[config.mk]
export PLATFORM = sky130hd
export DESIGN_NAME = bpa_ctrl
export DESIGN_NICKNAME = d
export VERILOG_FILES = /design/src/hw/rtl/bpa_pkg.sv /design/src/hw/rtl/bpa_ctrl.sv
export SDC_FILE = /design/constraint.sdc
export NUM_CORES = 1
export LEC_CHECK = 0
export ABC_AREA = 1
export BUFFER_PORTS_ARGS = -buffer_cell sky130_fd_sc_hd__buf_2
export CORE_UTILIZATION = 38
export CTS_BUF_LIST = sky130_fd_sc_hd__clkbuf_8
export DETAILED_ROUTE_END_ITERATION = 8
export GPL_TIMING_DRIVEN = 1
export PLACE_DENSITY_LB_ADDON = 0.2
export SYNTH_ARGS = -nofsm -noshare
export SYNTH_HDL_FRONTEND = slang
export SYNTH_SLANG_ARGS = --single-unit
[constraint.sdc]
create_clock -name clk_i -period 8.04 [get_ports clk_i]
set_clock_uncertainty 0.15 [all_clocks]
set_input_delay 1.206 -clock clk_i [delete_from_list [all_inputs] [get_ports clk_i]]
set_output_delay 1.206 -clock clk_i [all_outputs]
set_load 0.05 [all_outputs]
[src/hw/rtl/bpa_pkg.sv]
`default_nettype none
// ----------------------------------------------------------------------------
// Buddy page allocator package
// Shared constants, codes and the result type of the buddy page allocator.
// ----------------------------------------------------------------------------
package bpa_pkg;

  // Default sizing of the managed zone.
  localparam int PAGE_COUNT_DEF      = 4096;
  localparam int MAX_BLOCK_ORDER_DEF = 10;

  // Fixed field widths of the transaction ports.
  localparam int CMD_W  = 1;
  localparam int ORD_W  = 4;
  localparam int IDX_W  = 12;
  localparam int STAT_W = 2;

  // Command codes.
  localparam logic [CMD_W-1:0] CMD_ALLOC = 1'b0;
  localparam logic [CMD_W-1:0] CMD_FREE  = 1'b1;

  // Status codes.
  localparam logic [STAT_W-1:0] STATUS_OK    = 2'd0;
  localparam logic [STAT_W-1:0] STATUS_EMPTY = 2'd1;
  localparam logic [STAT_W-1:0] STATUS_RANGE = 2'd2;

  // One result transaction.
  typedef struct packed {
    logic [STAT_W-1:0] status;
    logic [IDX_W-1:0]  index;
    logic [ORD_W-1:0]  order;
  } res_t;

endpackage
`default_nettype wire

[src/hw/rtl/bpa_ctrl.sv]
`default_nettype none
// ----------------------------------------------------------------------------
// Buddy allocator sequencer
// Runs allocate and free requests as read-modify-write steps on the page
// memory and keeps the per-order list heads and counts in registers.
// ----------------------------------------------------------------------------
module bpa_ctrl #(
  parameter int PageCount = bpa_pkg::PAGE_COUNT_DEF,
  parameter int MaxOrder  = bpa_pkg::MAX_BLOCK_ORDER_DEF,
  localparam int IW = $clog2(PageCount),
  localparam int WW = 2 * IW + 5
) (
  input  wire logic                         clk_i,
  input  wire logic                         rst_ni,
  input  wire logic                         in_valid_i,
  output logic                              in_stall_o,
  input  wire logic [bpa_pkg::CMD_W-1:0]    command_i,
  input  wire logic [bpa_pkg::ORD_W-1:0]    order_i,
  input  wire logic [bpa_pkg::IDX_W-1:0]    block_index_i,
  output logic                              res_valid_o,
  output bpa_pkg::res_t                     res_o,
  input  wire logic                         res_take_i,
  output logic                              mem_we_o,
  output logic      [IW-1:0]                mem_waddr_o,
  output logic      [WW-1:0]                mem_wdata_o,
  output logic                              mem_re_o,
  output logic      [IW-1:0]                mem_raddr_o,
  input  wire logic [WW-1:0]                mem_rdata_i
);

  localparam int NumLists = MaxOrder + 1;
  localparam int LW       = (NumLists > 1) ? $clog2(NumLists) : 1;
  localparam int CW       = LW + 1;
  localparam int CNTW     = IW + 1;
  localparam int SW       = ((IW > MaxOrder) ? IW : MaxOrder) + 3;
  localparam int Managed  = (PageCount >> MaxOrder) << MaxOrder;
  localparam int HeadInit = (Managed > 0) ? Managed - (1 << MaxOrder) : 0;

  localparam logic [SW-1:0] BlkS = {{(SW-1){1'b0}}, 1'b1} << MaxOrder;
  localparam logic [SW-1:0] ManS = SW'(Managed);

  // Sequencer states.
  localparam logic [3:0] ST_CLR   = 4'd0;
  localparam logic [3:0] ST_IDLE  = 4'd1;
  localparam logic [3:0] ST_SRCH  = 4'd2;
  localparam logic [3:0] ST_UL0   = 4'd3;
  localparam logic [3:0] ST_OPS   = 4'd4;
  localparam logic [3:0] ST_OPW   = 4'd5;
  localparam logic [3:0] ST_SPLIT = 4'd6;
  localparam logic [3:0] ST_FCHK  = 4'd7;
  localparam logic [3:0] ST_FBUD  = 4'd8;
  localparam logic [3:0] ST_FBCHK = 4'd9;
  localparam logic [3:0] ST_FMRG  = 4'd10;
  localparam logic [3:0] ST_FPUSH = 4'd11;
  localparam logic [3:0] ST_DONE  = 4'd12;

  // Memory step kinds.
  localparam logic [1:0] OP_SETNEXT = 2'd0;
  localparam logic [1:0] OP_SETPREV = 2'd1;
  localparam logic [1:0] OP_CLRFREE = 2'd2;
  localparam logic [1:0] OP_FULL    = 2'd3;

  function automatic logic [IW-1:0] clip_i(input logic [IW-1:0] x);
    return (SW'(x) < SW'(PageCount)) ? x : '0;
  endfunction

  function automatic logic [IW-1:0] clip_s(input logic [SW-1:0] x);
    return (x < SW'(PageCount)) ? x[IW-1:0] : '0;
  endfunction

  logic [3:0]          state_q, state_d, ret_q, ret_d;
  logic [IW-1:0]       clr_q;
  logic [CW-1:0]       c_q, c_d, ord_q, ord_d;
  logic [SW-1:0]       base_q, base_d, bud_q, bud_d;
  logic [IW-1:0]       u_q, u_d;
  logic [LW-1:0]       uo_q, uo_d;
  bpa_pkg::res_t       res_q, res_d;
  logic [IW-1:0]       heads_q  [NumLists];
  logic [CNTW-1:0]     counts_q [NumLists];

  // Pending memory steps, executed from slot zero.
  logic [1:0]          op_kind_q [3];
  logic [IW-1:0]       op_addr_q [3];
  logic [IW-1:0]       op_val_q  [3];
  logic [3:0]          op_ord_q;
  logic [1:0]          op_cnt_q;

  logic                op_load, op_shift;
  logic [1:0]          ld_kind [3];
  logic [IW-1:0]       ld_addr [3];
  logic [IW-1:0]       ld_val  [3];
  logic [3:0]          ld_ord;
  logic [1:0]          ld_cnt;

  logic                hd_we, ct_we;
  logic [LW-1:0]       lst_idx;
  logic [IW-1:0]       hd_val;
  logic [CNTW-1:0]     ct_val;

  logic                do_push;
  logic [IW-1:0]       pnode;
  logic [LW-1:0]       pord;

  logic [IW-1:0]       w_next, w_prev, ul_p, ul_n;
  logic                w_free, ul_tail, ul_head;
  logic [3:0]          w_ord;
  logic [SW-1:0]       clr_s, clr_next, clr_prev;
  logic                clr_base;
  logic [SW-1:0]       in_base, in_end, in_mask, bud;
  logic [CW-1:0]       cn;
  logic [WW-1:0]       mod_word;

  // Fields of the word read from the page memory, and the unlink decisions.
  always_comb begin
    w_next  = mem_rdata_i[WW-1 -: IW];
    w_prev  = mem_rdata_i[WW-1-IW -: IW];
    w_free  = mem_rdata_i[4];
    w_ord   = mem_rdata_i[3:0];
    ul_p    = clip_i(w_prev);
    ul_n    = clip_i(w_next);
    ul_tail = (ul_n == u_q);
    ul_head = (counts_q[uo_q] != '0) && (heads_q[uo_q] == u_q);
  end

  // Initial word of the page under the clearing pass.
  always_comb begin
    clr_s    = SW'(clr_q);
    clr_base = ((clr_s & (BlkS - SW'(1))) == '0) && (clr_s < ManS);
    clr_next = (clr_s == '0) ? '0 : clr_s - BlkS;
    clr_prev = ((clr_s + BlkS) >= ManS) ? clr_s : clr_s + BlkS;
  end

  // Base and end of a block being freed, and the buddy of the current block.
  always_comb begin
    in_mask = (SW'(1) << order_i) - SW'(1);
    in_base = SW'(block_index_i) & ~in_mask;
    in_end  = in_base + (SW'(1) << order_i);
    bud     = base_q ^ (SW'(1) << ord_q);
    cn      = c_q - CW'(1);
  end

  // Word written back by a read-modify-write step.
  always_comb begin
    mod_word = mem_rdata_i;
    case (op_kind_q[0])
      OP_SETNEXT: mod_word[WW-1 -: IW] = op_val_q[0];
      OP_SETPREV: mod_word[WW-1-IW -: IW] = op_val_q[0];
      default:    mod_word[4] = 1'b0;
    endcase
  end

  // Sequencer.
  always_comb begin
    state_d     = state_q;
    ret_d       = ret_q;
    c_d         = c_q;
    ord_d       = ord_q;
    base_d      = base_q;
    bud_d       = bud_q;
    u_d         = u_q;
    uo_d        = uo_q;
    res_d       = res_q;
    in_stall_o  = 1'b1;
    res_valid_o = 1'b0;
    mem_we_o    = 1'b0;
    mem_waddr_o = op_addr_q[0];
    mem_wdata_o = mod_word;
    mem_re_o    = 1'b0;
    mem_raddr_o = op_addr_q[0];
    op_load     = 1'b0;
    op_shift    = 1'b0;
    ld_cnt      = '0;
    ld_ord      = '0;
    for (int i = 0; i < 3; i++) begin
      ld_kind[i] = OP_CLRFREE;
      ld_addr[i] = u_q;
      ld_val[i]  = '0;
    end
    hd_we       = 1'b0;
    ct_we       = 1'b0;
    lst_idx     = uo_q;
    hd_val      = '0;
    ct_val      = '0;
    do_push     = 1'b0;
    pnode       = '0;
    pord        = '0;

    case (state_q)
      ST_CLR: begin
        mem_we_o    = 1'b1;
        mem_waddr_o = clr_q;
        mem_wdata_o = clr_base ? {clr_next[IW-1:0], clr_prev[IW-1:0], 1'b1, 4'(MaxOrder)}
                               : '0;
        if (clr_q == IW'(PageCount - 1)) begin
          state_d = ST_IDLE;
        end
      end

      ST_IDLE: begin
        in_stall_o = 1'b0;
        if (in_valid_i) begin
          if (32'(order_i) > 32'(MaxOrder)) begin
            res_d   = '{status: bpa_pkg::STATUS_RANGE, index: '0, order: '0};
            state_d = ST_DONE;
          end else if (command_i == bpa_pkg::CMD_ALLOC) begin
            c_d     = CW'(order_i);
            ord_d   = CW'(order_i);
            state_d = ST_SRCH;
          end else if (in_end > ManS) begin
            res_d   = '{status: bpa_pkg::STATUS_RANGE, index: '0, order: '0};
            state_d = ST_DONE;
          end else begin
            ord_d       = CW'(order_i);
            base_d      = in_base;
            mem_re_o    = 1'b1;
            mem_raddr_o = in_base[IW-1:0];
            state_d     = ST_FCHK;
          end
        end
      end

      // Find the lowest non-empty list at or above the requested order.
      ST_SRCH: begin
        if (32'(c_q) > 32'(MaxOrder)) begin
          res_d   = '{status: bpa_pkg::STATUS_EMPTY, index: '0, order: '0};
          state_d = ST_DONE;
        end else if (counts_q[c_q[LW-1:0]] != '0) begin
          u_d         = heads_q[c_q[LW-1:0]];
          uo_d        = c_q[LW-1:0];
          base_d      = SW'(heads_q[c_q[LW-1:0]]);
          mem_re_o    = 1'b1;
          mem_raddr_o = heads_q[c_q[LW-1:0]];
          ret_d       = ST_SPLIT;
          state_d     = ST_UL0;
        end else begin
          c_d = c_q + CW'(1);
        end
      end

      // Unlink the block whose word has just been read.
      ST_UL0: begin
        op_load = 1'b1;
        ct_we   = 1'b1;
        ct_val  = (counts_q[uo_q] != '0) ? counts_q[uo_q] - CNTW'(1) : '0;
        if (ul_head) begin
          if (!ul_tail) begin
            hd_we      = 1'b1;
            hd_val     = ul_n;
            ld_kind[0] = OP_SETPREV;
            ld_addr[0] = ul_n;
            ld_val[0]  = ul_n;
            ld_cnt     = 2'd2;
          end else begin
            ld_cnt = 2'd1;
          end
        end else begin
          ld_kind[0] = OP_SETNEXT;
          ld_addr[0] = ul_p;
          ld_val[0]  = ul_tail ? ul_p : ul_n;
          if (!ul_tail) begin
            ld_kind[1] = OP_SETPREV;
            ld_addr[1] = ul_n;
            ld_val[1]  = ul_p;
            ld_cnt     = 2'd3;
          end else begin
            ld_cnt = 2'd2;
          end
        end
        state_d = ST_OPS;
      end

      // Run pending memory steps; a read is followed by its write-back, a full word is written at once.
      ST_OPS: begin
        if (op_cnt_q == '0) begin
          state_d = ret_q;
        end else if (op_kind_q[0] == OP_FULL) begin
          mem_we_o    = 1'b1;
          mem_wdata_o = {op_val_q[0], op_addr_q[0], 1'b1, op_ord_q};
          op_shift    = 1'b1;
        end else begin
          mem_re_o = 1'b1;
          state_d  = ST_OPW;
        end
      end

      ST_OPW: begin
        mem_we_o = 1'b1;
        op_shift = 1'b1;
        state_d  = ST_OPS;
      end

      // Split down, pushing each upper half.
      ST_SPLIT: begin
        if (c_q > ord_q) begin
          c_d     = cn;
          do_push = 1'b1;
          pnode   = clip_s(base_q + (SW'(1) << cn));
          pord    = cn[LW-1:0];
          ret_d   = ST_SPLIT;
          state_d = ST_OPS;
        end else begin
          res_d   = '{status: bpa_pkg::STATUS_OK, index: bpa_pkg::IDX_W'(base_q),
                      order: bpa_pkg::ORD_W'(ord_q)};
          state_d = ST_DONE;
        end
      end

      ST_FCHK: begin
        if (w_free) begin
          res_d   = '{status: bpa_pkg::STATUS_EMPTY, index: '0, order: '0};
          state_d = ST_DONE;
        end else begin
          state_d = ST_FBUD;
        end
      end

      ST_FBUD: begin
        if ((32'(ord_q) < 32'(MaxOrder)) && (bud < ManS)) begin
          bud_d       = bud;
          mem_re_o    = 1'b1;
          mem_raddr_o = bud[IW-1:0];
          state_d     = ST_FBCHK;
        end else begin
          state_d = ST_FPUSH;
        end
      end

      ST_FBCHK: begin
        if (!w_free || (w_ord != 4'(ord_q))) begin
          state_d = ST_FPUSH;
        end else begin
          u_d     = bud_q[IW-1:0];
          uo_d    = ord_q[LW-1:0];
          ret_d   = ST_FMRG;
          state_d = ST_UL0;
        end
      end

      ST_FMRG: begin
        if (bud_q < base_q) begin
          base_d = bud_q;
        end
        ord_d   = ord_q + CW'(1);
        state_d = ST_FBUD;
      end

      ST_FPUSH: begin
        do_push = 1'b1;
        pnode   = clip_s(base_q);
        pord    = ord_q[LW-1:0];
        res_d   = '{status: bpa_pkg::STATUS_OK, index: bpa_pkg::IDX_W'(base_q),
                    order: bpa_pkg::ORD_W'(ord_q)};
        ret_d   = ST_DONE;
        state_d = ST_OPS;
      end

      ST_DONE: begin
        res_valid_o = 1'b1;
        if (res_take_i) begin
          state_d = ST_IDLE;
        end
      end

      default: begin
        state_d = ST_IDLE;
      end
    endcase

    // Push a block onto the head of its list.
    if (do_push) begin
      op_load = 1'b1;
      ld_ord  = 4'(pord);
      lst_idx = pord;
      hd_we   = 1'b1;
      hd_val  = pnode;
      ct_we   = 1'b1;
      ct_val  = counts_q[pord] + CNTW'(1);
      if (counts_q[pord] != '0) begin
        ld_kind[0] = OP_SETPREV;
        ld_addr[0] = heads_q[pord];
        ld_val[0]  = pnode;
        ld_kind[1] = OP_FULL;
        ld_addr[1] = pnode;
        ld_val[1]  = heads_q[pord];
        ld_cnt     = 2'd2;
      end else begin
        ld_kind[0] = OP_FULL;
        ld_addr[0] = pnode;
        ld_val[0]  = pnode;
        ld_cnt     = 2'd1;
      end
    end
  end

  assign res_o = res_q;

  // Control registers.
  always_ff @(posedge clk_i or negedge rst_ni) begin
    if (!rst_ni) begin
      state_q  <= ST_CLR;
      ret_q    <= ST_IDLE;
      clr_q    <= '0;
      op_cnt_q <= '0;
      for (int i = 0; i < NumLists; i++) begin
        heads_q[i]  <= (i == MaxOrder) ? IW'(HeadInit) : '0;
        counts_q[i] <= (i == MaxOrder) ? CNTW'(Managed >> MaxOrder) : '0;
      end
    end else begin
      state_q <= state_d;
      ret_q   <= ret_d;
      if (state_q == ST_CLR) begin
        clr_q <= clr_q + IW'(1);
      end
      if (op_load) begin
        op_cnt_q <= ld_cnt;
      end else if (op_shift) begin
        op_cnt_q <= op_cnt_q - 2'd1;
      end
      if (hd_we) begin
        heads_q[lst_idx] <= hd_val;
      end
      if (ct_we) begin
        counts_q[lst_idx] <= ct_val;
      end
    end
  end

  // Working registers.
  always_ff @(posedge clk_i) begin
    c_q    <= c_d;
    ord_q  <= ord_d;
    base_q <= base_d;
    bud_q  <= bud_d;
    u_q    <= u_d;
    uo_q   <= uo_d;
    res_q  <= res_d;
    if (op_load) begin
      op_ord_q <= ld_ord;
      for (int i = 0; i < 3; i++) begin
        op_kind_q[i] <= ld_kind[i];
        op_addr_q[i] <= ld_addr[i];
        op_val_q[i]  <= ld_val[i];
      end
    end else if (op_shift) begin
      for (int i = 0; i < 2; i++) begin
        op_kind_q[i] <= op_kind_q[i+1];
        op_addr_q[i] <= op_addr_q[i+1];
        op_val_q[i]  <= op_val_q[i+1];
      end
    end
  end

endmodule
`default_nettype wire

# After elaboration in Yosys (flattened, before gate mapping)
# Memory sizes are Yosys's and may differ from the RTL's.
# Index checks and enable logic that the tools add are counted.
[classes] n_addsub=12 magnitude_cmp=15 n_eq_ne=39 shifts=3 mux=176 bitwise=13 n_reduce_logical=31
[ops] operator="12-bit two-way mux" count=43
[ops] operator="13-bit binary-select mux with 4-bit select" count=3
[ops] operator="12-bit binary-select mux with 4-bit select" count=3
[ops] operator="143-bit bitwise mux" count=1
[ops] operator="132-bit bitwise mux" count=1
[ops] operator="13-bit two-way mux" count=10
[ops] operator="18-bit two-way mux" count=7
[ops] operator="15-bit two-way mux" count=7
[ops] operator="24-bit two-way mux" count=4
[ops] operator="4-bit two-way mux" count=23
[ops] operator="18-bit case mux with 5 select lines" count=1
[ops] operator="29-bit two-way mux" count=3
[ops] operator="29-bit case mux with 2 select lines" count=1
[ops] operator="13-bit demux with 4-bit select" count=1
[ops] operator="5-bit two-way mux" count=10
[ops] operator="12-bit demux with 4-bit select" count=1
[ops] operator="12-bit case mux with 2 select lines" count=2
[ops] operator="15-bit by 13-bit less-than comparator with 1-bit output, second input constant" count=3
[ops] operator="15-bit case mux with 3 select lines" count=1
[ops] operator="4-bit case mux with 11 select lines" count=1
[ops] operator="13-bit nonzero test" count=3
[ops] operator="12-bit case mux with 3 select lines" count=1
[ops] operator="2-bit != test, second input constant" count=16
[ops] operator="15-bit adder" count=2
[ops] operator="62 further kinds" count=141
[totals] ff_bits=375 mem_bits_rw=78 out_inout_bits=75 elab_cells=328 mem_count=3
[mem_list] memory="op_addr_q" depth=3 word_bits=12 read_ports=3 rd_ports_with_merged_regs=0 wr=3 line_no="bpa_ctrl.sv:83" text="logic [IW-1:0] op_addr_q [3];"
[mem_list] memory="op_val_q" depth=3 word_bits=12 read_ports=3 rd_ports_with_merged_regs=0 wr=3 line_no="bpa_ctrl.sv:84" text="logic [IW-1:0] op_val_q [3];"
[mem_list] memory="op_kind_q" depth=3 word_bits=2 read_ports=3 rd_ports_with_merged_regs=0 wr=3 line_no="bpa_ctrl.sv:82" text="logic [1:0] op_kind_q [3];"

# Depth between registers and ports, before layout
[logic_depth] ltp_word=11 ltp_mapped=31 ltp_nobuf=29

# Least setup slack after synthesis
# OpenSTA, ideal clock, no wires.
[synth_timing] path_kind="input-to-output" start="input port order_i[1] in the netlist's numbering" end="output port mem_raddr_o[0]" t_arrival_ns=4.537 path_slack_ns=2.147 cell_stages=26 n_path_buf=2 path_cell_list="buf_2 inv_1 nand2_1 nor2_1 inv_1 ha_1 nand2_1 nor2_1 nor3_1 ha_1 a21oi_1 o21a_1 nand2_1 nand2_1 nand2_1 nor2_1 nand2_1 nor2_1 nand3_1 nand2_2 nand3_1 nor2_2 buf_4 nand2_1 nand3_1 nand3_1"
[synth_via] elab_chain_len=11
[synth_lines] item="from (decl)" line_no="bpa_ctrl.sv:18" text="input wire logic [bpa_pkg::ORD_W-1:0] order_i,"
[synth_lines] item="1-bit by 4-bit left shift with 15-bit output" line_no="bpa_ctrl.sv:135, bpa_ctrl.sv:137"
[synth_lines] item="15-bit by 2-bit subtractor with 15-bit output" line_no="bpa_ctrl.sv:135" text="in_mask = (SW'(1) << order_i) - SW'(1);"
[synth_lines] item="15-bit NOT" line_no="bpa_ctrl.sv:136" text="in_base = SW'(block_index_i) & ~in_mask;"
[synth_lines] item="12-bit by 15-bit AND with 15-bit output" line_no="bpa_ctrl.sv:136"
[synth_lines] item="15-bit adder" line_no="bpa_ctrl.sv:137" text="in_end = in_base + (SW'(1) << order_i);"
[synth_lines] item="15-bit by 13-bit > comparator with 1-bit output" line_no="bpa_ctrl.sv:209" text="end else if (in_end > ManS) begin"
[synth_lines] item="12-bit two-way mux" line_no="bpa_ctrl.sv:209"
[synth_lines] item="12-bit two-way mux" line_no="bpa_ctrl.sv:205" text="end else if (command_i == bpa_pkg::CMD_ALLOC) begin"
[synth_lines] item="12-bit two-way mux *" line_no="bpa_ctrl.sv:202" text="if (32'(order_i) > 32'(MaxOrder)) begin"
[synth_lines] item="12-bit two-way mux *" line_no="bpa_ctrl.sv:201" text="if (in_valid_i) begin"
[synth_lines] item="12-bit case mux with 3 select lines *" line_no="bpa_ctrl.sv:188" text="case (state_q)"
[synth_lines] item="to (decl)" line_no="bpa_ctrl.sv:27" text="output logic [IW-1:0] mem_raddr_o,"
# Mark *: on every way between the ends. The rest lies on a longest branch, timed or not.

# Worst setup path in the final report
[layout_timing] start="register c_q[0]" end="output port mem_raddr_o[5]"
[layout_via] elab_chain_len=8
[layout_lines] item="from (decl)" line_no="bpa_ctrl.sv:73" text="logic [CW-1:0] c_q, c_d, ord_q, ord_d;"
[layout_lines] item="from (signal assigned)" line_no="bpa_ctrl.sv:430" text="c_q <= c_d;"
[layout_lines] item="4-bit NOT with 5-bit output (not written as such)" line_no="bpa_ctrl.sv:227, bpa_ctrl.sv:232"
[layout_lines] item="13-bit binary-select mux with 4-bit select" line_no="bpa_ctrl.sv:227" text="end else if (counts_q[c_q[LW-1:0]] != '0) begin"
[layout_lines] item="13-bit two-way mux (not written as such) (2 in a row)" line_no="bpa_ctrl.sv:227"
[layout_lines] item="13-bit nonzero test" line_no="bpa_ctrl.sv:227"
[layout_lines] item="12-bit two-way mux" line_no="bpa_ctrl.sv:227"
[layout_lines] item="12-bit two-way mux *" line_no="bpa_ctrl.sv:224" text="if (32'(c_q) > 32'(MaxOrder)) begin"
[layout_lines] item="12-bit case mux with 3 select lines *" line_no="bpa_ctrl.sv:188"
# Mark *: on every way between the ends. The rest lies on a longest branch, timed or not. The select of a mux whose other input is x is not followed.

==> impl_metrics.csv <==
group,metric,value,unit
clock_network,cts_tree,"done",
global_routing,antenna_found_initial,3,
final_layout,multi_input_area,16600,um2
clock_network,clock_latency,0.72,ns
power_and_ir_drop,p_int,0.00490,W
setup_path,critical_path_class,"reg2out",
clock_network,cts_max_level,3,
clock_network,cts_inserted_buffers,85,
die,die-area,83600,um2
global_routing,grt_pass1_vias,30000,
setup_path,cp-start-kind,"flip-flop",
logic_synthesis,ys_top_cells_by_count,"nand2_1 (1206), o21ai_0 (483), nand3_1 (415)",
min_path,holdCritPathClass,"reg2reg",
drt,routed_via_density,5.79,
die,die_width,289,um
setup_path,critPathCaptureType,"primary output",
die,io_pins,125,
logic_synthesis,synth_edf_count,142,
flow_run,timing.max_cap.violations,0,
die,initial_core_util,38.7,%
logic_synthesis,synthesis.nets,4612,
power_and_ir_drop,p_comb_share,44.6,%
setup_path,rr_startpoint,"c_q[0]",
drt,wl,132000,um
sta,layout_min_cycle_time,6.87,ns
min_path,hold_path_startpoint,"ret_q[0]",
clock_network,clock-root-buffer,"clkbuf_8",
setup_path,worstPathArrival,5.51,ns
drt,wire_per_inst,23.4,um
placement,port_buffers,124,
final_layout,final_area,34300,um2
logic_synthesis,postSynthCellCount,4494,
power_and_ir_drop,p_switching,0.00460,W
global_routing,grt_pass1_wl,197000,um
drt,via_count,32700,
sta,timing.hold.ws,0.305,ns
clock_network,ctsHoldBuffers,0,
clock_network,cts_resized,0,
global_routing,gr-total-overflow,0,
logic_synthesis,synth_top_cell_by_area,"dfrtp_1",
drt,drt_iter0_drc,4303,
logic_synthesis,ys_types,72,
clock_network,clkTransAtPathRegs,0.06,ns
die,dieHeight,289,um
power_and_ir_drop,ir_worst_vdd,0.312,mV
final_layout,fillers,8563,
final_layout,syn2layout_area_growth,9.36,%
logic_synthesis,synth.area.top_cells,"dfrtp_1 (23%), nand2_1 (14%), edfxtp_1 (14%), o21ai_0 (7.7%), nand3_1 (6.6%)",
final_layout,fin_util,42.3,%
placement,postPlaceCellArea,32600,um2
placement,gp_congestion,0.972,
power_and_ir_drop,pwr-share-clk,24.0,%
placement,hpwl,92500,um
outcome,outcome,"finished clean",
final_layout,seqCellArea,11700,um2
power_and_ir_drop,p_total,0.00950,W
die,coreArea,81100,um2
final_layout,final_nets,4634,
setup_path,startpoint,"c_q[0]",
power_and_ir_drop,power_frac_seq,31.4,%
drt,drc,0,
global_routing,track_usage,31.4,%
logic_synthesis,async_flop_share,67.7,%
drt,first_pass_iters,6,
logic_synthesis,ys.flop_type,"dfrtp_1",
sta,max_freq,146,MHz
clock_network,cts_setup_buffers,0,
logic_synthesis,ys_warn_count,0,
die,placementRows,104,
logic_synthesis,yosysSeqAreaShare,37.3,%
sta,fin_crit_sh,85.4,%
final_layout,drive_above_1_share,10.5,%
sta,setup-violations-final,0,
drt,antenna_left,0,
power_and_ir_drop,swShare,48.4,%
clock_network,cts_max_path_buffers,3,
sta,relSlewSlack,4.08,%
setup_path,worstPathMaxFanout,15,
setup_path,required,6.68,ns
power_and_ir_drop,p_leak,16.1,nW
clock_network,clkSinkCount,439,
sta,hold_viol,0,
sta,setup_tns,0,ns
sta,worst_pin_slew,1.44,ns
logic_synthesis,synth_area,31300,um2
logic_synthesis,synth_top_area_share,23.4,%
sta,slew_violations,0,
global_routing,grt_start_max_net_pins,134,
sta,rsz0062_at_grt,"no",
logic_synthesis,synth.avg_cell_area,6.97,um2
logic_synthesis,synth-seq-cells,439,
power_and_ir_drop,cellPowerDensity,277,nW/um2
logic_synthesis,synth.most_common_cell,"nand2_1",
kinds of logic (layout without fill, tap and decap cells):
family                   after synthesis  in the layout  synth area share [%]
other                                  0              1                     0
adder cells (fa/ha/maj)               68             68                  2.74
multiplexers                          13             13                 0.447
XOR/XNOR                              73             73                  2.09
buffers and inverters                718            806                  9.83
flip-flops                           439            439                  37.3
AO/OA/AOI/OAI                       1018           1018                  17.7
AND/OR/NAND/NOR                     2165           2165                  29.9
layer usage:
metal / wire (um) / vias to the layer above / global-route usage, % / part of all wire (%)
met5: 8 / - / 0 / 0.0061
met2: 56600 / 1895 / 46.7 / 43
li1: - / 15000 / - / -
met1: 56300 / 15500 / 44.5 / 43
met3: 14300 / 302 / 6.80 / 11
met4: 5040 / 2 / 11.1 / 3.8
state kept, by name (all words and copies together) (netlist names):
signal	flops
base_q	15
bud_q	15
c_q	5
clr_q	12
counts_q	143
heads_q	132
op_addr_q	36
op_cnt_q	2
op_kind_q	4
op_ord_q	4
op_val_q	24
ord_q	5
res_o	18
ret_q	4
state_q	4
u_q	12
uo_q	4
power by group through the flow:
stage	Clock (W)	Combinational (W)	Sequential (W)
finish	0.00228	0.00424	0.00298
global placement	0	0.00413	0.00300
CTS	0.00231	0.00415	0.00297
global route	0.00239	0.00454	0.00300
floorplan	0	0.00271	0.00304
detailed placement	0	0.00413	0.00301
cell usage in the layout, fill, tap and decap left out, types with 39 or more instances in the layout:
| cell | count |
|---|---|
| a21oi_1 | 249 |
| nand2_1 | 1205 |
| nor4_1 | 39 |
| edfxtp_1 | 142 |
| inv_1 | 444 |
| nor2_1 | 337 |
| buf_2 | 123 |
| clkbuf_8 | 105 |
| buf_4 | 70 |
| dfrtp_1 | 293 |
| o21ai_0 | 482 |
| ha_1 | 67 |
| xor2_1 | 62 |
| o21ai_1 | 127 |
| nand3_1 | 415 |
final timing paths:
path,cells past startpoint,slack (ns),end
worst min register to register,2,0.30,ret_q[0]
worst max register to register,21,1.75,heads_q[18]
worst min-delay path,2,0.30,ret_q[0]
min in group asynchronous,1,0.41,counts_q[33]
worst max-delay path,17,1.17,mem_raddr_o[5]
max in group asynchronous,2,5.69,heads_q[93]
critical path, stage by stage, from the launching register on:
cell and delay, ns:
edfxtp_1 0.88, buf_4 0.31, nor2_1 0.06, inv_1 0.62, nor4_1 0.08, o21ai_0 0.47, nand3_1 0.14, nand2_1 0.12
nand2_1 0.06, nand2_1 0.35, nand2_1 0.44, nand2_1 0.46, nand2_1 0.09, nand2_1 0.07, nand2_1 0.05, nor2_1 0.25
nand3_1 0.12, buf_2 0.23
through the flow:
step / setup slack (ns) / instances
6_report: 1.17 / 5643
4_1_cts: 1.22 / 5642
5_1_grt: 0.775 / 5643
2_1_floorplan: 2.15 / 4494
3_5_place_dp: 1.31 / 5489
3_3_place_gp: 1.34 / 5489
final cells by class:
cell class                      instances  area share (%)
Timing Repair Buffer                  197            3.55
Inverter                              456            5.04
Antenna cell                            1         0.00730
Clock buffer                          105            4.22
Multi-Input combinational cell       3337            48.5
Tap cell                             1060            3.87
Clock inverter                         48           0.683
Sequential cell                       439            34.1
(Power assumes the default switching activity.)
